File: config.mk
export PLATFORM = sky130hd
export DESIGN_NAME = chained_xor_pixel_cipher
export DESIGN_NICKNAME = d
export VERILOG_FILES = /design/src/hw/rtl/cxpc_pkg.sv /design/src/hw/rtl/cxpc_regs.sv /design/src/hw/rtl/cxpc_ctrl.sv /design/src/hw/rtl/cxpc_dp.sv /design/src/hw/rtl/chained_xor_pixel_cipher.sv
export SDC_FILE = /design/constraint.sdc
export NUM_CORES = 1
export LEC_CHECK = 0
export BUFFER_PORTS_ARGS = -buffer_cell sky130_fd_sc_hd__clkbuf_2
export CELL_PAD_IN_SITES_DETAIL_PLACEMENT = 1
export CELL_PAD_IN_SITES_GLOBAL_PLACEMENT = 2
export CORE_ASPECT_RATIO = 0.5
export CORE_MARGIN = 3
export CORE_UTILIZATION = 40
export CTS_CLUSTER_DIAMETER = 200
export DETAILED_ROUTE_END_ITERATION = 16
export MAX_ROUTING_LAYER = met4
export PLACE_DENSITY = 0.93
export SYNTH_ARGS = -nofsm -noshare
export SYNTH_HDL_FRONTEND = slang
export SYNTH_HIERARCHICAL = 1
export SYNTH_SLANG_ARGS = --single-unit
File: constraint.sdc
create_clock -name clk -period 8.05 [get_ports clk]
set_clock_uncertainty 0.05 [all_clocks]
set_input_delay 1.61 -clock clk [delete_from_list [all_inputs] [get_ports clk]]
set_output_delay 1.61 -clock clk [all_outputs]
set_load 0.01 [all_outputs]
File: src/hw/rtl/cxpc_pkg.sv
// ----------------------------------------------------------------------------
// cxpc_pkg
// shared types, register codes and the xorshift32 step for the pixel cipher
// ----------------------------------------------------------------------------
package cxpc_pkg;

  localparam int unsigned PIX_W   = 24;
  localparam int unsigned WORD_W  = 32;
  localparam int unsigned CNT_W   = 24;
  localparam int unsigned ADDR_W  = 4;
  localparam int unsigned DATA_W  = 32;

  localparam logic [WORD_W-1:0] SEED_RST   = 32'd1;
  localparam logic [WORD_W-1:0] SECRET_RST = 32'd0;
  localparam logic [CNT_W-1:0]  SKIP_RST   = 24'd0;

  // register index, taken from paddr[3:2]
  typedef enum logic [1:0] {
    REG_SEED   = 2'd0,
    REG_SECRET = 2'd1,
    REG_SKIP   = 2'd2,
    REG_NONE   = 2'd3
  } reg_idx_t;

  typedef struct packed {
    logic [7:0] pixel_blue;
    logic [7:0] pixel_green;
    logic [7:0] pixel_red;
    logic       mode;
    logic       first_pixel;
  } in_item_t;

  typedef struct packed {
    logic [7:0] out_blue;
    logic [7:0] out_green;
    logic [7:0] out_red;
  } out_item_t;

  typedef struct packed {
    logic [WORD_W-1:0] seed;
    logic [WORD_W-1:0] secret_value;
    logic [CNT_W-1:0]  skip_count;
  } cfg_t;

  typedef enum logic [0:0] {
    ST_IDLE = 1'b0,
    ST_WARM = 1'b1
  } state_t;

  // controller to datapath
  typedef struct packed {
    logic load;         // first pixel taken: latch it, load seed and skip count
    logic step;         // one warm-up step of the generator
    logic emit;         // produce a result into the output register
    logic src_latched;  // emit from the latched first pixel, chain the secret
  } cmd_t;

  // datapath to controller
  typedef struct packed {
    logic cnt_zero;
    logic out_free;
  } stat_t;

  function automatic logic [WORD_W-1:0] xs_next(input logic [WORD_W-1:0] r);
    logic [WORD_W-1:0] a;
    logic [WORD_W-1:0] b;
    a = r ^ (r << 13);
    b = a ^ (a >> 17);
    return b ^ (b << 5);
  endfunction

endpackage

File: src/hw/rtl/cxpc_regs.sv
// ----------------------------------------------------------------------------
// cxpc_regs
// apb register file holding seed, secret value and skip count
// ----------------------------------------------------------------------------
module cxpc_regs (
  input  logic                        clk,
  input  logic                        rst_n,
  input  logic                        psel,
  input  logic                        penable,
  input  logic                        pwrite,
  input  logic [cxpc_pkg::ADDR_W-1:0] paddr,
  input  logic [cxpc_pkg::DATA_W-1:0] pwdata,
  output logic [cxpc_pkg::DATA_W-1:0] prdata,
  output logic                        pready,
  output cxpc_pkg::cfg_t              cfg
);

  cxpc_pkg::cfg_t     cfg_r;
  cxpc_pkg::cfg_t     cfg_nxt;
  cxpc_pkg::reg_idx_t idx;
  logic               wr_en;

  assign idx    = cxpc_pkg::reg_idx_t'(paddr[3:2]);
  assign pready = 1'b1;
  assign wr_en  = psel && penable && pwrite && pready;

  always_comb begin
    cfg_nxt = cfg_r;
    if (wr_en) begin
      case (idx)
        cxpc_pkg::REG_SEED:   cfg_nxt.seed         = pwdata;
        cxpc_pkg::REG_SECRET: cfg_nxt.secret_value = pwdata;
        cxpc_pkg::REG_SKIP:   cfg_nxt.skip_count   = pwdata[cxpc_pkg::CNT_W-1:0];
        default: ;
      endcase
    end
  end

  always_comb begin
    case (idx)
      cxpc_pkg::REG_SEED:   prdata = cfg_r.seed;
      cxpc_pkg::REG_SECRET: prdata = cfg_r.secret_value;
      cxpc_pkg::REG_SKIP:   prdata = {{(cxpc_pkg::DATA_W-cxpc_pkg::CNT_W){1'b0}},
                                      cfg_r.skip_count};
      default:              prdata = '0;
    endcase
  end

  always_ff @(posedge clk) begin
    if (!rst_n) begin
      cfg_r.seed         <= cxpc_pkg::SEED_RST;
      cfg_r.secret_value <= cxpc_pkg::SECRET_RST;
      cfg_r.skip_count   <= cxpc_pkg::SKIP_RST;
    end else begin
      cfg_r <= cfg_nxt;
    end
  end

  assign cfg = cfg_r;

endmodule

File: src/hw/rtl/cxpc_ctrl.sv
// ----------------------------------------------------------------------------
// cxpc_ctrl
// sequencer: takes items, runs the generator warm-up, triggers results
// ----------------------------------------------------------------------------
module cxpc_ctrl (
  input  logic              clk,
  input  logic              rst_n,
  input  logic              in_valid,
  input  logic              in_first,
  output logic              in_stall,
  input  cxpc_pkg::stat_t   stat,
  output cxpc_pkg::cmd_t    cmd
);

  cxpc_pkg::state_t state_r;
  cxpc_pkg::state_t state_nxt;
  logic             take;

  assign in_stall = !(rst_n && (state_r == cxpc_pkg::ST_IDLE) && stat.out_free);
  assign take     = in_valid && !in_stall;

  // next state
  always_comb begin
    state_nxt = state_r;
    case (state_r)
      cxpc_pkg::ST_IDLE: if (take && in_first) state_nxt = cxpc_pkg::ST_WARM;
      cxpc_pkg::ST_WARM: if (stat.cnt_zero && stat.out_free) state_nxt = cxpc_pkg::ST_IDLE;
      default:           state_nxt = cxpc_pkg::ST_IDLE;
    endcase
  end

  // commands
  always_comb begin
    cmd = '0;
    case (state_r)
      cxpc_pkg::ST_IDLE: begin
        cmd.load = take && in_first;
        cmd.emit = take && !in_first;
      end
      cxpc_pkg::ST_WARM: begin
        cmd.step        = !stat.cnt_zero;
        cmd.emit        = stat.cnt_zero && stat.out_free;
        cmd.src_latched = 1'b1;
      end
      default: cmd = '0;
    endcase
  end

  always_ff @(posedge clk) begin
    if (!rst_n) begin
      state_r <= cxpc_pkg::ST_IDLE;
    end else begin
      state_r <= state_nxt;
    end
  end

endmodule

File: src/hw/rtl/cxpc_dp.sv
// ----------------------------------------------------------------------------
// cxpc_dp
// generator, chaining register, warm-up counter and output register
// ----------------------------------------------------------------------------
module cxpc_dp (
  input  logic                 clk,
  input  logic                 rst_n,
  input  cxpc_pkg::cfg_t       cfg,
  input  cxpc_pkg::in_item_t   in_data,
  input  cxpc_pkg::cmd_t       cmd,
  output cxpc_pkg::stat_t      stat,
  output logic                 out_valid,
  input  logic                 out_stall,
  output cxpc_pkg::out_item_t  out_data
);

  logic [cxpc_pkg::WORD_W-1:0] gen_r, gen_nxt;
  logic [cxpc_pkg::CNT_W-1:0]  cnt_r, cnt_nxt;
  logic [cxpc_pkg::PIX_W-1:0]  prev_r, prev_nxt;
  logic [cxpc_pkg::PIX_W-1:0]  hold_px_r, hold_px_nxt;
  logic                        hold_mode_r, hold_mode_nxt;
  logic                        out_valid_r, out_valid_nxt;
  cxpc_pkg::out_item_t         out_r, out_nxt;

  logic [cxpc_pkg::WORD_W-1:0] gen_step;
  logic [cxpc_pkg::PIX_W-1:0]  live_px, px_sel, chain, res;
  logic                        mode_sel;

  assign gen_step = cxpc_pkg::xs_next(gen_r);
  assign live_px  = {in_data.pixel_red, in_data.pixel_green, in_data.pixel_blue};
  assign px_sel   = cmd.src_latched ? hold_px_r : live_px;
  assign mode_sel = cmd.src_latched ? hold_mode_r : in_data.mode;
  assign chain    = cmd.src_latched ? cfg.secret_value[cxpc_pkg::PIX_W-1:0] : prev_r;
  assign res      = px_sel ^ chain ^ gen_step[cxpc_pkg::PIX_W-1:0];

  // cnt_zero, out_free
  assign stat = {(cnt_r == '0), (!out_valid_r || !out_stall)};

  always_comb begin
    gen_nxt       = gen_r;
    cnt_nxt       = cnt_r;
    prev_nxt      = prev_r;
    hold_px_nxt   = hold_px_r;
    hold_mode_nxt = hold_mode_r;
    out_nxt       = out_r;
    out_valid_nxt = out_valid_r && out_stall;
    if (cmd.load) begin
      gen_nxt       = cfg.seed;
      cnt_nxt       = cfg.skip_count;
      hold_px_nxt   = live_px;
      hold_mode_nxt = in_data.mode;
    end
    if (cmd.step) begin
      gen_nxt = gen_step;
      cnt_nxt = cnt_r - {{(cxpc_pkg::CNT_W-1){1'b0}}, 1'b1};
    end
    if (cmd.emit) begin
      gen_nxt           = gen_step;
      prev_nxt          = mode_sel ? px_sel : res;
      out_nxt.out_blue  = res[7:0];
      out_nxt.out_green = res[15:8];
      out_nxt.out_red   = res[23:16];
      out_valid_nxt     = 1'b1;
    end
  end

  always_ff @(posedge clk) begin
    if (!rst_n) begin
      gen_r       <= cxpc_pkg::SEED_RST;
      cnt_r       <= '0;
      prev_r      <= '0;
      out_valid_r <= 1'b0;
    end else begin
      gen_r       <= gen_nxt;
      cnt_r       <= cnt_nxt;
      prev_r      <= prev_nxt;
      out_valid_r <= out_valid_nxt;
    end
  end

  always_ff @(posedge clk) begin
    hold_px_r   <= hold_px_nxt;
    hold_mode_r <= hold_mode_nxt;
    out_r       <= out_nxt;
  end

  assign out_valid = out_valid_r;
  assign out_data  = out_r;

endmodule

File: src/hw/rtl/chained_xor_pixel_cipher.sv
// ----------------------------------------------------------------------------
// chained_xor_pixel_cipher
// xorshift32 keystream pixel cipher with ciphertext chaining
// ----------------------------------------------------------------------------
// Each item is one rgb pixel plus a mode bit (0 encrypt, 1 decrypt) and a
// first-pixel flag. The result is pixel ^ chain ^ keystream, where the
// keystream is the low 24 bits of the next xorshift32 word (shifts 13, 17, 5)
// and the chain is the previous ciphertext pixel, or the low 24 bits of
// secret_value on a first pixel. A pixel that is not first goes straight to
// the output register, so such items stream one per clock while the output
// is drained. A first pixel reloads the generator from seed and steps it
// skip_count times with the single xorshift unit, one step a cycle, and its
// result is emitted before the next item is taken. seed, secret_value and
// skip_count sit at byte addresses 0, 4 and 8 of the apb port and are picked
// up at the next first pixel; pready is tied high.
// ----------------------------------------------------------------------------
module chained_xor_pixel_cipher (
  input  logic                        clk,
  input  logic                        rst_n,
  // pixel input
  input  logic                        in_valid,
  output logic                        in_stall,
  input  cxpc_pkg::in_item_t          in_data,
  // pixel result
  output logic                        out_valid,
  input  logic                        out_stall,
  output cxpc_pkg::out_item_t         out_data,
  // configuration
  input  logic                        psel,
  input  logic                        penable,
  input  logic                        pwrite,
  input  logic [cxpc_pkg::ADDR_W-1:0] paddr,
  input  logic [cxpc_pkg::DATA_W-1:0] pwdata,
  output logic [cxpc_pkg::DATA_W-1:0] prdata,
  output logic                        pready
);

  cxpc_pkg::cfg_t  cfg;
  cxpc_pkg::cmd_t  cmd;
  cxpc_pkg::stat_t stat;

  // register file
  cxpc_regs u_regs (
    .clk     (clk),
    .rst_n   (rst_n),
    .psel    (psel),
    .penable (penable),
    .pwrite  (pwrite),
    .paddr   (paddr),
    .pwdata  (pwdata),
    .prdata  (prdata),
    .pready  (pready),
    .cfg     (cfg)
  );

  // sequencer: idle takes items, warm runs the skip steps for a first pixel
  cxpc_ctrl u_ctrl (
    .clk      (clk),
    .rst_n    (rst_n),
    .in_valid (in_valid),
    .in_first (in_data.first_pixel),
    .in_stall (in_stall),
    .stat     (stat),
    .cmd      (cmd)
  );

  // generator, chain and output register
  cxpc_dp u_dp (
    .clk       (clk),
    .rst_n     (rst_n),
    .cfg       (cfg),
    .in_data   (in_data),
    .cmd       (cmd),
    .stat      (stat),
    .out_valid (out_valid),
    .out_stall (out_stall),
    .out_data  (out_data)
  );

endmodule

## Yosys cells after proc, flatten, opt, wreduce, memory -nomap -nowiden

Index checks and enable logic that the tools add are counted.

- Mux-type cells: 18
- Bitwise gates (word level): 6
- Add/sub/neg operators: 1
- Eq/ne operators: 2
- Reduce and logical (&&, ||, !) cells: 22

Operator list:

| kind | number |
|---|---|
| 24-bit 2-to-1 mux | 5 |
| 32-bit 2-to-1 mux | 3 |
| 32-bit one-hot mux with 3 select lines | 1 |
| 32-bit bitwise XOR | 2 |
| 24-bit bitwise XOR | 2 |
| 32-bit by 15-bit bitwise XOR with 32-bit output | 1 |
| 24-bit zero test | 1 |
| 24-bit by 1-bit subtractor with 24-bit output (second input constant) | 1 |
| 1-bit logical AND | 9 |
| 1-bit 2-to-1 mux | 7 |
| 2-bit AND reduction | 3 |
| 1-bit zero test | 5 |
| 1-bit one-hot mux with 2 select lines | 2 |
| 3-bit nonzero test | 1 |
| 2-bit by 1-bit equality test with 1-bit output (second input constant) | 1 |
| 2-bit equality test (second input constant) | 1 |
| 2-bit zero test | 1 |
| 2-bit nonzero test | 1 |
| 1-bit logical OR | 1 |
| 1-bit NOT | 1 |

- Logic and storage cells: 62
- Input bits: 69
- Bits in registers: 219
- Output and inout bits: 59

## Depth between registers and ports, before layout

- Depth in word-level cells: 9
- Gate-level depth with buffers: 12
- Gate-level depth less buffers: 11

## Cells and area by module

The synthesis kept the hierarchy.

By module, submodules not included:

| module | cells each | sequential area each (µm²) | times used | area each (µm²) |
|---|---|---|---|---|
| cxpc_dp | 691 | 3093.0 | 1 | 7033.0 |
| cxpc_regs | 426 | 1761.7 | 1 | 3893.7 |
| cxpc_ctrl | 12 | 20.0 | 1 | 96.3 |

## Least setup slack after synthesis

No wires, ideal clock.

- Path type: input-to-reg
- Start point: input out_stall
- End point: register u_dp/prev_r[10] (netlist name)
- Setup time: 0.060 ns
- Setup slack: 3.449 ns
- Cell stages on the path: 6
- Path buffers: 1
- Arrival: 4.491 ns
- Data required time: 7.940 ns
- Path through: nand2_1 > a21boi_1 > nand2_1 > nor2_1 > clkbuf_1 > a221o_1

RTL lines:

| element | RTL line | RTL |
|---|---|---|
| from (decl) | chained_xor_pixel_cipher.sv:26 | `input logic out_stall,` |
| to (signal assigned) | cxpc_dp.sv:76 | `prev_r <= prev_nxt;` |
| to (decl) | cxpc_dp.sv:19 | `logic [cxpc_pkg::PIX_W-1:0] prev_r, prev_nxt;` |

## Worst setup path after layout

- Start point: input paddr[3] (netlist name)
- End point: output prdata[5] (netlist name)

- Word-level cells in the longest chain between the ends: 2
- Elaborated cells on any way between the ends: 4
- Classes of those cells: eq/ne: 2; mux: 1; reduce/logical: 1

RTL lines:

| element | RTL line | RTL |
|---|---|---|
| from (decl) | chained_xor_pixel_cipher.sv:32 | `input logic [cxpc_pkg::ADDR_W-1:0] paddr,` |
| 2-bit equality test (tied with other cells) | cxpc_regs.sv:40 | `case (idx)` |
| 32-bit one-hot mux with 3 select lines * | cxpc_regs.sv:40 |  |
| to (decl) | chained_xor_pixel_cipher.sv:34 | `output logic [cxpc_pkg::DATA_W-1:0] prdata,` |

Mark *: on every way between the ends. The rest lies on a longest branch, timed or not.

==> flow_summary.yaml <==
floorplanning:
  dieArea_mm2: 0.0297
  core_mm2: 0.0267
  die-width_um: 241
  num_rows: 42
  initial_core_util_pct: 41.2
  die-height_um: 123
  design.portCount: 128
cts:
  cts.path.max_buffers: 3
  cts_buffers: 22
  post_cts_buffers: 0
  cts_hold_buffers: 0
  root_buffer: "sky130_fd_sc_hd__clkbuf_16"
  cts_tree: "yes"
  cts.htree.levels: 1
  worst_skew_pair.late_latency_ns: 0.51
  clock_sink_count: 219
  post_cts_resize_count: 0
  cts.clk_slew.worst_paths_ns: 0.06
pwr:
  sw_frac_of_total_pct: 40.3
  comb_pwr_share_pct: 45.3
  power_per_cell_area_mw_per_mm2: 392
  power_leakage_nw: 4.78
  power.switching_w: 0.00199
  total_power_after_layout_w: 0.00494
  p_seq_share_pct: 32.3
  clockPowerShare_pct: 22.4
  vdd.ir_drop.worst_v: 0.000204
  p_int_w: 0.00295
sta:
  tightestPinTransition_ns: 1.27
  fin_hold_ws_ns: 0.429
  final_period_minus_worst_setup_slack_ns: 5.41
  hold_viol_final: 0
  timing.fmax_mhz: 185
  final-max-slew-violation-count: 0
  slew_headroom_pct: 15.6
  rsz_0062_raised_after_global_routing: "no"
  finalSetupViolCount: 0
  fin_setup_tns_ns: 0
  min_period_over_period_pct: 67.2
critical_path:
  cp_max_fo: 36
  path_cells: "clkbuf_2 -> nor2b_1 -> buf_4 -> nand2_1 -> o21ai_0 -> clkbuf_2"
  r2r_start: "u_dp/cnt_r[8]$_SDFFE_PN0P_"
  crit_buf_inv: 3
  crit_slowest_cell: "sky130_fd_sc_hd__nor2b_1"
  critPathMostFrequentCell: "sky130_fd_sc_hd__clkbuf_2"
  cp-end-kind: "primary output"
  rr_worst_depth: 9
  r2r_end: "u_dp/prev_r[6]$_SDFFE_PN0P_"
  setup.worst_path.class: "in -> out"
  critical_path_required_ns: 6.39
  worst_path_largest_cell_delay_ns: 0.71
  cp-start-kind: "primary input"
  timing.reg2reg.setup_slack_ns: 3.82
  arrival_ns: 3.75
  path_delay_family: "buffers and inverters"
routing:
  post-route-drc-count: 0
  initialDrtViolationCount: 692
  drt_wl_total_um: 35300
  detail_route.first_pass.iterations: 7
  route.antenna.remaining_nets: 0
  detail_route.wl_per_cell_um: 22.4
  num_vias: 8853
  avgViaCountPerCell: 5.61
logic_synthesis:
  yosys-top-cells-count: "sky130_fd_sc_hd__mux2i_1, sky130_fd_sc_hd__nand2_1, sky130_fd_sc_hd__dfxtp_1"
  synthesis.nets: 1200
  synth.yosys.warnings: 6
  synth_area_leader_cell: "sky130_fd_sc_hd__dfxtp_1"
  synth_async_reset_ratio_pct: 0
  synth_sequential_area_ratio_pct: 44.2
  synth_area_per_cell_um2: 9.76
  yosys.cell_count.top_type: "sky130_fd_sc_hd__mux2i_1"
  mappedNetlistArea_mm2: 0.0110
  synth.lib_cells_used.distinct: 64
  synth-edff-count: 49
  ys_top_cells_by_area: "sky130_fd_sc_hd__dfxtp_1, sky130_fd_sc_hd__mux2i_1, sky130_fd_sc_hd__edfxtp_1, sky130_fd_sc_hd__xnor2_1, sky130_fd_sc_hd__nand2_1"
  top_area_cell_type_share_of_the_netlist_area_pct: 30.9
  synth_top_flop_cell: "sky130_fd_sc_hd__dfxtp_1"
  synthCells: 1129
  synth_seq_cells: 219
job:
  max_cap_violations: 0
min_path:
  whs_path_depth: 2
  min-delay-path-class: "reg -> reg"
  worst_hold_path.endpoint: "u_regs/cfg[11]$_SDFFE_PN0P_"
  timing.hold.worst.start: "u_regs/cfg[11]$_SDFFE_PN0P_"
run_status:
  outcome: "completed"
finish:
  fill_cell_total_of_the_finished_layout: 2989
  layout-drive-gt1-share_pct: 17.0
  antennaDiodeCount: 0
  area_growth_syn_to_layout_pct: 14.5
  total_nets_final: 1283
global_routing:
  grt_antenna_before_repair: 0
  global_route.usage.total_pct: 24.0
  first_global_vias: 9150
  grt.overflow.total: 0
  largest_net_degree_at_the_start_of_global_routing: 76
  global_route_wire_length_before_repair_um: 53700
placement:
  io_buffer_count: 124
  dpl.hpwl_um: 25200
  gp_congestion: 0.856
==> per-layer routing <==
| layer | up-vias | share of wire, % | wire length, µm | track usage [%] |
|---|---|---|---|---|
| li1 | 4103 | - | - | - |
| met1 | 4488 | 48 | 16900 | 33.1 |
| met2 | 217 | 45 | 15800 | 37.2 |
| met3 | 45 | 5.7 | 2020 | 4.32 |
| met4 | 0 | 1.8 | 648 | 5.07 |
| met5 | - | 0 | 0 | - |
==> cell type report <==
| type | instances | area [µm²] | area share (%) |
|---|---|---|---|
| Multi-Input combinational cell | 824 | 5770 | 45.7 |
| Sequential cell | 219 | 4880 | 38.6 |
| Timing Repair Buffer | 140 | 743 | 5.89 |
| Clock buffer | 31 | 646 | 5.12 |
| Tap cell | 352 | 440 | 3.49 |
| Clock inverter | 8 | 124 | 0.981 |
| Inverter | 5 | 18.8 | 0.149 |
==> logic make-up (layout without fill, tap and decap cells) <==
group	after synthesis	count (layout)	synth area share, %
xor gates and xnor gates	122	122	10.3
DFF	219	219	44.2
and+or+nand+nor	338	338	14.1
AOI/OAI and AO/OA	164	164	9.33
muxes	197	197	18.0
other	1	1	0.0340
buffers and inverters	86	184	3.81
adders and majority gates	2	2	0.227
==> per-stage QoR <==
stage | instance area [µm²] | util [%] | setup WS (ns) | cells
final | 12600 | 47.2 | 2.64 | 1579
after global routing | 12600 | 47.2 | 2.53 | 1579
after CTS | 12600 | 47.2 | 2.65 | 1579
after detailed placement | 11900 | 44.3 | 2.68 | 1540
after global placement | 11900 | 44.3 | 2.68 | 1540
after floorplan | 11000 | - | 3.45 | 1129
==> registers in the layout, summed over array words and instances, names as in the netlist <==
register          flops
u_regs/cfg           88
u_dp/gen_r           32
u_dp/cnt_r           24
u_dp/hold_px_r       24
u_dp/out_data        24
u_dp/prev_r          24
u_ctrl/state_r        1
u_dp/hold_mode_r      1
u_dp/out_valid        1
==> placed cells by master, fill, tap and decap left out, types with 4 or more instances in the layout <==
| cell type | synthesis | layout |
|---|---|---|
| sky130_fd_sc_hd__nor2b_1 | 19 | 18 |
| sky130_fd_sc_hd__a211o_1 | 4 | 4 |
| sky130_fd_sc_hd__o21ai_0 | 58 | 58 |
| sky130_fd_sc_hd__clkbuf_16 | 0 | 23 |
| sky130_fd_sc_hd__xor2_1 | 18 | 18 |
| sky130_fd_sc_hd__clkbuf_2 | 1 | 123 |
| sky130_fd_sc_hd__nand3_1 | 12 | 12 |
| sky130_fd_sc_hd__a211oi_1 | 28 | 28 |
| sky130_fd_sc_hd__nand2_1 | 179 | 179 |
| sky130_fd_sc_hd__nor2_1 | 66 | 64 |
| sky130_fd_sc_hd__nand3b_1 | 6 | 6 |
| sky130_fd_sc_hd__a21oi_1 | 38 | 38 |
| sky130_fd_sc_hd__dfxtp_1 | 170 | 169 |
| sky130_fd_sc_hd__buf_4 | 8 | 17 |
| sky130_fd_sc_hd__a221o_1 | 10 | 10 |
| sky130_fd_sc_hd__mux2i_1 | 188 | 187 |
| sky130_fd_sc_hd__xnor2_2 | 4 | 4 |
| sky130_fd_sc_hd__clkbuf_8 | 2 | 4 |
| sky130_fd_sc_hd__a221oi_1 | 4 | 4 |
| sky130_fd_sc_hd__mux2_2 | 9 | 9 |
| sky130_fd_sc_hd__nor3b_1 | 6 | 5 |
| sky130_fd_sc_hd__clkbuf_1 | 43 | 4 |
| sky130_fd_sc_hd__edfxtp_1 | 49 | 49 |
| sky130_fd_sc_hd__nor3_1 | 25 | 25 |
| sky130_fd_sc_hd__xnor2_1 | 98 | 98 |
| sky130_fd_sc_hd__inv_1 | 5 | 5 |
==> power by group through the flow <==
| stage | clock network (W) | registers (W) | logic (W) |
|---|---|---|---|
| final | 0.00111 | 0.00159 | 0.00224 |
| after global routing | 0.00116 | 0.00162 | 0.00240 |
| after CTS | 0.00112 | 0.00159 | 0.00220 |
| after detailed placement | 0 | 0.00161 | 0.00218 |
| after global placement | 0 | 0.00160 | 0.00209 |
| after floorplan | 0 | 0.00157 | 0.00159 |
==> worst max path at each step <==
stage | depth (start not counted) | endpoint | from | slack [ns]
2_1_floorplan | 6 | u_dp/prev_r[10]$_SDFFE_PN0P_ | out_stall | 3.45
3_3_place_gp | 6 | prdata[5] | paddr[3] | 2.68
3_5_place_dp | 6 | prdata[5] | paddr[3] | 2.68
4_1_cts | 6 | prdata[5] | paddr[3] | 2.65
5_1_grt | 6 | prdata[5] | paddr[3] | 2.53
6_report | 6 | prdata[5] | paddr[3] | 2.64
==> tightest hold or removal path, cell delays in order, from the launching register on <==
cell                      delay, ns
sky130_fd_sc_hd__dfxtp_1       0.32
sky130_fd_sc_hd__nand2_1       0.06
sky130_fd_sc_hd__mux2i_1       0.05
Note: power is estimated with default switching activity, not from simulation.
